===== src/hw/rtl/csht_pkg.sv =====
`timescale 1ns / 1ps
package csht_pkg;

  localparam int KEY_W   = 64;
  localparam int HALF_W  = 32;
  localparam int VAL_W   = 32;
  localparam int CNT_W   = 14;
  localparam int CFG_W   = 11;
  localparam logic [CNT_W-1:0] COUNT_MAX = '1;

  typedef enum logic [1:0] {
    ST_OK   = 2'd0,
    ST_MISS = 2'd1,
    ST_FULL = 2'd2
  } status_t;

  typedef enum logic {
    FN_LOOKUP = 1'b0,
    FN_INSERT = 1'b1
  } func_t;

  typedef enum logic [3:0] {
    S_CLEAR,
    S_IDLE,
    S_MOD,
    S_HREAD,
    S_HCHK,
    S_PCHK,
    S_PNEW,
    S_DONE
  } state_t;

  typedef struct packed {
    logic    load;
    logic    clr_step;
    logic    bucket_ld;
    logic    pool_rd;
    logic    pool_from_head;
    logic    head_wr_kv;
    logic    head_wr_link;
    logic    pool_wr_tail;
    logic    pool_wr_new;
    logic    free_dec;
    logic    count_inc;
    logic    res_set;
    status_t res_status;
    logic    res_from_head;
    logic    res_from_pool;
    logic    out_load;
  } ctrl_cmd_t;

  typedef struct packed {
    logic  cfg_wr;
    logic  mod_done;
    logic  clr_last;
    func_t func;
    logic  head_key_zero;
    logic  head_match;
    logic  head_link_zero;
    logic  pool_match;
    logic  pool_link_zero;
    logic  free_zero;
    logic  out_free;
  } dp_stat_t;

endpackage


===== src/hw/rtl/csht_ctrl.sv =====
`timescale 1ns / 1ps
module csht_ctrl (
  input  logic                clk,
  input  logic                rst_n,
  input  logic                in_valid,
  output logic                in_ready,
  input  logic                cfg_pending,
  input  csht_pkg::dp_stat_t  stat,
  output csht_pkg::ctrl_cmd_t cmd
);
  import csht_pkg::*;

  state_t state_r, state_nxt;

  always_ff @(posedge clk) begin
    if (!rst_n) begin
      state_r <= S_CLEAR;
    end else begin
      state_r <= state_nxt;
    end
  end

  always_comb begin
    state_nxt      = state_r;
    cmd            = '0;
    cmd.res_status = ST_OK;
    in_ready       = 1'b0;
    unique case (state_r)
      S_CLEAR: begin
        cmd.clr_step = 1'b1;
        if (stat.clr_last) begin
          state_nxt = S_IDLE;
        end
      end
      S_IDLE: begin
        in_ready = !cfg_pending;
        if (in_valid && !cfg_pending) begin
          cmd.load  = 1'b1;
          state_nxt = S_MOD;
        end
      end
      S_MOD: begin
        if (stat.mod_done) begin
          cmd.bucket_ld = 1'b1;
          state_nxt     = S_HREAD;
        end
      end
      S_HREAD: begin
        state_nxt = S_HCHK;
      end
      S_HCHK: begin
        if (stat.func == FN_LOOKUP) begin
          if (stat.head_match) begin
            cmd.res_set       = 1'b1;
            cmd.res_from_head = 1'b1;
            state_nxt         = S_DONE;
          end else if (stat.head_link_zero) begin
            cmd.res_set    = 1'b1;
            cmd.res_status = ST_MISS;
            state_nxt      = S_DONE;
          end else begin
            cmd.pool_rd        = 1'b1;
            cmd.pool_from_head = 1'b1;
            state_nxt          = S_PCHK;
          end
        end else begin
          if (stat.head_key_zero) begin
            cmd.head_wr_kv = 1'b1;
            cmd.count_inc  = 1'b1;
            cmd.res_set    = 1'b1;
            state_nxt      = S_DONE;
          end else if (stat.free_zero) begin
            cmd.res_set    = 1'b1;
            cmd.res_status = ST_FULL;
            state_nxt      = S_DONE;
          end else if (stat.head_link_zero) begin
            cmd.head_wr_link = 1'b1;
            cmd.pool_wr_new  = 1'b1;
            cmd.free_dec     = 1'b1;
            cmd.count_inc    = 1'b1;
            cmd.res_set      = 1'b1;
            state_nxt        = S_DONE;
          end else begin
            cmd.pool_rd        = 1'b1;
            cmd.pool_from_head = 1'b1;
            state_nxt          = S_PCHK;
          end
        end
      end
      S_PCHK: begin
        if (stat.func == FN_LOOKUP && stat.pool_match) begin
          cmd.res_set       = 1'b1;
          cmd.res_from_pool = 1'b1;
          state_nxt         = S_DONE;
        end else if (stat.pool_link_zero) begin
          if (stat.func == FN_LOOKUP) begin
            cmd.res_set    = 1'b1;
            cmd.res_status = ST_MISS;
            state_nxt      = S_DONE;
          end else begin
            cmd.pool_wr_tail = 1'b1;
            state_nxt        = S_PNEW;
          end
        end else begin
          cmd.pool_rd = 1'b1;
        end
      end
      S_PNEW: begin
        cmd.pool_wr_new = 1'b1;
        cmd.free_dec    = 1'b1;
        cmd.count_inc   = 1'b1;
        cmd.res_set     = 1'b1;
        state_nxt       = S_DONE;
      end
      S_DONE: begin
        if (stat.out_free) begin
          cmd.out_load = 1'b1;
          state_nxt    = S_IDLE;
        end
      end
      default: begin
        state_nxt = S_CLEAR;
      end
    endcase
    if (stat.cfg_wr) begin
      state_nxt = S_CLEAR;
    end
  end

endmodule


===== config.mk =====
export PLATFORM = sky130hd
export DESIGN_NAME = csht_ctrl
export DESIGN_NICKNAME = d
export VERILOG_FILES = /design/src/hw/rtl/csht_pkg.sv /design/src/hw/rtl/csht_ctrl.sv
export SDC_FILE = /design/constraint.sdc
export NUM_CORES = 1
export LEC_CHECK = 0
export ABC_AREA = 0
export BUFFER_PORTS_ARGS = -buffer_cell sky130_fd_sc_hd__buf_2
export CAP_MARGIN = 25
export CELL_PAD_IN_SITES_DETAIL_PLACEMENT = 0
export CELL_PAD_IN_SITES_GLOBAL_PLACEMENT = 1
export CORE_ASPECT_RATIO = 1.25
export CORE_MARGIN = 4
export CORE_UTILIZATION = 22
export DETAILED_ROUTE_END_ITERATION = 8
export PLACE_DENSITY_LB_ADDON = 0.3
export REMOVE_ABC_BUFFERS = 1
export SLEW_MARGIN = 20
export SYNTH_ARGS = -nofsm -noshare
export SYNTH_HDL_FRONTEND = slang
export SYNTH_SLANG_ARGS = --single-unit

===== constraint.sdc =====
create_clock -name clk -period 1.4 [get_ports clk]
set_clock_uncertainty 0.2 [all_clocks]
set_input_delay 0 -clock clk [delete_from_list [all_inputs] [get_ports clk]]
set_output_delay 0 -clock clk [all_outputs]
set_load 0.03 [all_outputs]

==> results, run 1 <==
- The run finished, with violations left.
- The checks that failed: hold timing, setup timing.
- The share of synthesized area in the top cell type comes to 0.134.
- The proportion of total power due to net switching is 0.320.
- The setup path with the least slack is of type register to output port.
- By area the synthesized netlist is led by sky130_fd_sc_hd__dfxtp_1 (13%), sky130_fd_sc_hd__nor2_1 (5.8%), sky130_fd_sc_hd__a21oi_1 (5.6%), sky130_fd_sc_hd__nor3b_1 (5.0%), sky130_fd_sc_hd__nor3_1 (4.5%).
- The number of vias after detailed routing is 715.
- Power comes to between 0.0003 and 0.0004 W.
- Across all register-to-register paths, the minimum setup slack is -0.14 ns.
- After synthesis, the mean cell area works out to approximately 6.9 um^2.
- The CTS root buffer is sky130_fd_sc_hd__clkbuf_4.
- The max-slew violation total from the final report is 0.
- The min-delay analysis places its worst path in the category primary input to register.
- Compared with the post-synthesis result, the final layout area differs by 131%.
- The total overflow left after global routing is 0.
- The relative slew slack is 0.750.
- 0 antenna diodes ended up in the layout.
- The library cells used most frequently in the layout, excluding fill and tap cells, are sky130_fd_sc_hd__buf_6 (18), sky130_fd_sc_hd__buf_2 (16), sky130_fd_sc_hd__buf_4 (15).
- The setup-violating endpoint count in the final report is 14.
- The ratio of total power to cell area is 362 mW/mm^2.
- The cell count after synthesis is 65.
- The overall die area is 0.00283 mm^2.
- The initial cell density of the core is 0.229.
- The area occupied by multi-input gates is about 450 um^2.
- The vias per cell is slightly above 5.
- The final worst hold slack is -0.0344 ns.
- Subtracting the final worst setup slack from the clock period gives between 1.5 and 2 ns.
- For this run, the register share of the synthesized area comes to 0.134.
- The number of flip-flops under the largest register name is 3.
- The number of top-level pins is 33.
- The cell area after technology mapping is roughly 450 um^2.
- The setup TNS is -2.13 ns.
- The wire length of the first global-routing pass is 2940 um.
- VDD sags by at most 346 uV.
- The routability congestion estimate from global placement is 0.721.
- The clock tree from TritonCTS is done.
- The number of antenna violations at the first check in global routing was 0.
- Entering global routing, the biggest net connects 8 pins.
- The detailed placer's ending HPWL is approximately 1200 um.
- The largest registers in the layout are state_r (3).
- In this run the worst path has a maximum fanout of 4.
- The number of distinct library cells after synthesis is 30.
- For this design the static power due to leakage is 0.487 nW.
- The analysis attributes to net switching a power of between 0.0001 and 0.00015 W.
- The number of global-route vias before repair came to 686.
- The number of nets in the layout is 134.
- Leaving out fill and tap cells, the most frequent cell in the layout is sky130_fd_sc_hd__buf_6.
- The hold-fix buffer count after cts is 4.
- The Yosys step of the flow raised 0 warnings.
- The number of hold violations in the final report is 1.
- The flop and latch count out of synthesis is 3.
- The floorplan has 18 rows.
- Cell internal power was estimated by the tool at between 0.0002 and 0.0003 W.
- The reg-to-reg critical path startpoint is state_r[1].
- The detailed-route wire length is 1880 um.
- The worst register-to-register path ends at state_r[0].
- The endpoint type of the worst setup path is an output port.
- The height of the die is roughly 60 um.
- The clock group share of total power is 0.418.
- The signal arrival time at the worst endpoint is 1.46 ns.
- The share of layout cells above drive strength 1 is 0.653.
- The termination of the worst setup path is cmd[3].
- Clock tree synthesis inserted a total of 3 buffers.
- The number of placed instances, taps included is 123.
- Derived from the worst setup path, the maximum achievable clock frequency is approximately 600 MHz.
- The detailed router finished its first iteration with 8 violations.
- The data required time of the worst path is 1.20 ns.
- After clock tree synthesis, the clock-pin slew on the worst setup and hold paths is ~0.04 ns.
- The worst-margin pin slew is 0.370 ns.
- The top register by number of flip-flops is state_r.
- The worst setup path is launched from a register.
- The number of routed nets with antenna violations is 0.
- At the later pin of the worst-skew pair, clock insertion delay measures 0.24 ns.
- The iteration count of the initial detailed-routing pass is 4.
- The cell depth of the worst flop-to-flop path is 6.
- Input and output buffers added on the ports amount to 32.
- Tracing the worst setup path back leads to its startpoint at state_r[0].
- The H-tree depth reported by CTS is 1.
- The overall routing resource usage is 0.128.
- The dominant cell type by area after synthesis is sky130_fd_sc_hd__dfxtp_1.
- Setup repair after global routing could not meet its margin everywhere.
- The DRC violation count after routing is 0.
- The post-place setup slack is -0.0870 ns.
- The max-capacitance violation count is 0.
- Excluding fillers, the count of instances in the completed layout stands at 138.
- In the finished design, the share of the clock period the worst path needs comes to 1.19.
- The worst setup slack after layout is -0.262 ns.
- In this run the deepest clock path goes through 2 buffers.
- The die width is just under 50 um.
- The average wire per cell in the routed design is roughly 14 um.
- After floorplanning, the core was sized to cover 0.00196 mm^2.
- The register area is 71.3 um^2.
- The final-layout fill cell count is about 190.
- Of the total power, registers draw 0.234.
- For this design, the sink count on the clock tree is 3.
- The logic gate share of total power is 0.348.
==> final cells by class <==
cell class | instances | share of cell area
Clock buffer | 4 | 0.0253
Inverter | 5 | 0.0205
Multi-Input combinational cell | 52 | 0.428
Sequential cell | 3 | 0.0686
Tap cell | 20 | 0.0241
Timing Repair Buffer | 54 | 0.433
==> metal layers <==
metal	vias to the layer above	track usage	part of all wire
li1	340	-	-
met1	346	0.124	0.35
met2	29	0.244	0.58
met3	0	0.0430	0.068
met4	0	0.0474	0
met5	-	0	0
==> cells by family after synthesis <==
| kind of cell | count (synthesis) | share of synthesized area |
|---|---|---|
| buffers and inverters | 10 | 0.117 |
| and+or+nand+nor | 37 | 0.499 |
| AOI/OAI and AO/OA | 15 | 0.251 |
| DFF | 3 | 0.134 |
==> power by group through the flow <==
stage	clock network, W	registers (W)	logic, W
finish	0.000157	0.0000882	0.000131
global route	0.000167	0.0000888	0.000142
CTS	0.000160	0.0000871	0.000120
detailed placement	0	0.0000927	0.0000917
global placement	0	0.0000925	0.0000906
floorplan	0	0.0000946	0.0000376
==> metrics by stage <==
stage,util,instance area [um^2]
after detailed placement,0.349,683
after floorplan,-,415
after global routing,0.531,1040
after CTS,0.477,935
after global placement,0.349,683
final,0.531,1040
==> synth_stat cells (all sizes together) <==
| master | number |
|---|---|
| or4b | 1 |
| nor2b | 2 |
| and2 | 2 |
| a31o | 1 |
| nor2 | 7 |
| inv | 5 |
| o211a | 1 |
| o21ai | 3 |
| nand2b | 2 |
| a41oi | 1 |
| a221o | 1 |
| nor4 | 1 |
| o2111a | 1 |
| nand3b | 2 |
| nand3 | 1 |
| or4 | 1 |
| a21oi | 5 |
| nand2 | 6 |
| buf | 5 |
| nor4b | 1 |
| o31ai | 1 |
| and3 | 3 |
| nor3 | 4 |
| dfxtp | 3 |
| a211o | 1 |
| nor3b | 4 |
==> critical path: stages (launching register included) <==
cell and delay, ns:
sky130_fd_sc_hd__dfxtp_4 0.38, sky130_fd_sc_hd__nand2_4 0.06, sky130_fd_sc_hd__or4b_1 0.48, sky130_fd_sc_hd__a21oi_2 0.15, sky130_fd_sc_hd__buf_6 0.14
==> timing repair <==
| item | 4_1_cts | 5_1_grt |
|---|---|---|
| buffers inserted | 3 | 4 |
| pin swaps | 4 | 6 |
| hold endpoints to repair | 3 | 1 |
| resized for setup | 46 | 20 |
| endpoints found under the setup margin | 17 | 16 |
==> worst min path at each step <==
stage,startpoint,to,slack (ns),cells past startpoint
floorplan,stat[7],cmd[3],-0.09,1
global placement,cfg_pending,in_ready,0.11,3
detailed placement,cfg_pending,in_ready,0.12,3
CTS,stat[2],state_r[0],-0.06,3
global route,stat[2],state_r[0],-0.02,3
finish,stat[2],state_r[0],-0.03,3
Note: power is estimated with default switching activity, not from simulation.
==> inputs of run 2 (changes only) <==
--- a/config.mk
+++ b/config.mk
@@ -16,7 +16,8 @@
 export DETAILED_ROUTE_END_ITERATION = 8
 export PLACE_DENSITY_LB_ADDON = 0.3
 export REMOVE_ABC_BUFFERS = 1
-export SLEW_MARGIN = 20
+export SETUP_SLACK_MARGIN = 0.2
 export SYNTH_ARGS = -nofsm -noshare
 export SYNTH_HDL_FRONTEND = slang
 export SYNTH_SLANG_ARGS = --single-unit
+export TNS_END_PERCENT = 1
==> run 2 against run 1 <==
The run still ends with hold timing, setup timing left. Count of clock-buffer cells in the layout unchanged. Combinational power down 11%. Sequential share of layout area up 0.71 points. Core utilization down 5.0 points. Maximum frequency up 1.6%. Via count down 7.6%. First-iteration DRC count down 63%. Highest routed layer unchanged. Cell area down 9.4%.
==> results, run 2 (same netlist as run 1, synthesis figures left out) <==
- Of the cells placed in the final design, the portion with a size suffix greater than 1 is 0.625.
- In the global route stage, met3 resource usage came out at 0.0405.
- The overall die area is between 0.002 and 0.003 mm^2.
- The final layout contains routed wiring with a total length of 1660 um.
- The worst pin sits at a relative slew slack of 0.754.
- The worst setup path is launched from a register.
- Once detail routing completed, the nets flagged for antenna violations numbered 0.
- In the finished design, the share of the clock period the worst path needs comes to 1.17.
- The number of antenna cells inserted is 0.
- The path category of the worst min-delay check is primary input to register.
- The number of global-route vias before repair is 638.
- The switching power is 0.000109 W.
- Derived from the worst setup path, the maximum achievable clock frequency is 611 MHz.
- For the pin with the worst max-slew slack, the measured transition is 0.364 ns.
- The number of buffers added on ports is 32.
- Of the total power, the share spent switching nets is 0.306.
- Across all layers, the routed design uses 661 vias.
- The number of hold violations in the final report is 2.
- The largest fanout of any net on the critical path is 4.
- The area occupied by multi-input gates is 427 um^2.
- In this run the power density over the cells is about 380 mW/mm^2.
- The hold-fix buffer count after cts is 3.
- The total internal power is 0.000247 W.
- The register area is 71.3 um^2.
- The routability congestion estimate from global placement is 0.721.
- Measured along the y axis, the die boundary spans 58.5 um.
- The share of total power dissipated in sequential elements is 0.245.
- TritonCTS built the clock tree.
- After global routing the overflow that remains totals 0.
- Clock tree synthesis selected as its root buffer the cell sky130_fd_sc_hd__clkbuf_4.
- Entering global routing, the biggest net connects 9 pins.
- 33 I/O pins were placed.
- IR analysis of the VDD net gives a maximum drop of roughly 330 uV.
- The detailed router finished its first iteration with 3 violations.
- The final-layout fill cell count is 194.
- The largest registers in the layout are state_r (3).
- The number of antenna violations at the first check in global routing is 0.
- In the layout the commonest cells are sky130_fd_sc_hd__buf_4 (20), sky130_fd_sc_hd__buf_2 (14), sky130_fd_sc_hd__buf_6 (11).
- The DRC violation count after routing is 0.
- The static leakage is ~0.44 nW.
- Across all setup checks in the final design, the least slack found is -0.235 ns.
- The tree built by TritonCTS fans out to 3 sinks.
- The share of total power dissipated in the clock network is 0.428.
- At the later pin of the worst-skew pair, clock insertion delay measures 0.23 ns.
- The endpoint type of the worst setup path is an output port.
- The die width is around 48 um.
- Setup repair after global routing could not meet its margin everywhere.
- Of the total power, combinational logic draws 0.327.
- After detailed routing, the number of vias per cell comes to 5.01.
- The category of the most critical setup path is register to output port.
- The met2 track demand over resource in global routing is 0.218.
- The average wire per cell in the routed design is 12.5 um.
- For this configuration, the core starts out at a cell density of 0.229.
- The clock-pin transition on the worst setup and hold timing paths is around 0.04 ns.
- The max-capacitance violation count is 0.
- The area growth from synthesis to layout is 110%.
- The max-slew violation total from the final report is 0.
- The final reports fail on hold timing, setup timing.
- The leading cell type in the layout, fill and taps excluded is sky130_fd_sc_hd__buf_4.
- The H-tree depth reported by CTS is 1.
- The final worst hold slack is -0.101 ns.
- The iteration count of the initial detailed-routing pass is 4.
- The detailed placer's ending HPWL is 1240 um.
- The flow ran to the end, but the final reports show violations.
- The data required time of the worst path is 1.20 ns.
- The global routing's busiest layer is met2.
- Setup violations remaining at the end of the flow were counted as 11.
- The post-place setup slack is -0.0870 ns.
- The register with the most flip-flops in the layout has 3 of them.
- After layout, the minimum clock period comes to 1.64 ns.
- For this run, global-route usage on met1 was measured as 0.120.
- TritonCTS created 3 clock buffers.
- The row count is 18.
- The signal arrival time at the worst endpoint is 1.44 ns.
- For this run, the post-layout net count is ~130.
- The utilization after layout is 0.481.
- The completed layout was analyzed and its total power is 0.000357 W.
- In this run the deepest clock path goes through 2 buffers.
- Across every metal layer, demand over resource in global routing totals 0.118.
- The placeable core region is between 0.0015 and 0.002 mm^2.
- The top register by number of flip-flops is state_r.
- The wire length of the first global-routing pass is ~2700 um.
[run 2: worst paths after layout]
check | from | to | slack, ns | cells past startpoint
worst max register to register | state_r[2] | state_r[0] | 0.01 | 3
worst min-delay path | stat[10] | state_r[2] | -0.10 | 3
worst min register to register | state_r[0] | state_r[0] | 0.43 | 2
worst max-delay path | state_r[2] | cmd[3] | -0.24 | 4
[run 2: repair_timing]
action / 4_1_cts / 5_1_grt
hold endpoints to repair: 3 / 2
endpoints found under the setup margin: 21 / 20
setup buffers: 0 / 2
pin swaps: 3 / 8
resized for setup: 41 / 13
[run 2: layer usage]
layer / wire (um) / up-vias / part of all wire
met5: 0 / - / 0
li1: - / 328 / -
met3: 106 / 0 / 0.064
met2: 909 / 23 / 0.55
met4: 0 / 0 / 0
met1: 640 / 310 / 0.39
[run 2: area by class of cell]
class | instances | share of cell area
Multi-Input combinational cell | 52 | 0.453
Inverter | 5 | 0.0199
Tap cell | 20 | 0.0266
Timing Repair Buffer | 48 | 0.397
Clock buffer | 4 | 0.0279
Sequential cell | 3 | 0.0757
[run 2: through the flow]
| stage | setup TNS (ns) | area, um^2 | cells |
|---|---|---|---|
| after floorplan | -4.36 | 415 | 60 |
| after global placement | -0.332 | 683 | 123 |
| after detailed placement | -0.423 | 683 | 123 |
| after CTS | -1.52 | 865 | 130 |
| after global routing | -2.23 | 942 | 132 |
| final | -1.31 | 942 | 132 |
[run 2: power groups by stage]
stage / Combinational [W] / Clock (W) / Sequential [W]
after floorplan: 0.0000376 / 0 / 0.0000946
after global placement: 0.0000906 / 0 / 0.0000925
after detailed placement: 0.0000917 / 0 / 0.0000927
after CTS: 0.000107 / 0.000160 / 0.0000872
after global routing: 0.000128 / 0.000165 / 0.0000875
final: 0.000117 / 0.000153 / 0.0000873
[run 2: critical path: stages, from the launching register on]
cell and delay [ns]:
sky130_fd_sc_hd__dfxtp_4 0.36, sky130_fd_sc_hd__nand2_4 0.06, sky130_fd_sc_hd__or4b_4 0.48, sky130_fd_sc_hd__a21oi_2 0.16
sky130_fd_sc_hd__buf_6 0.14
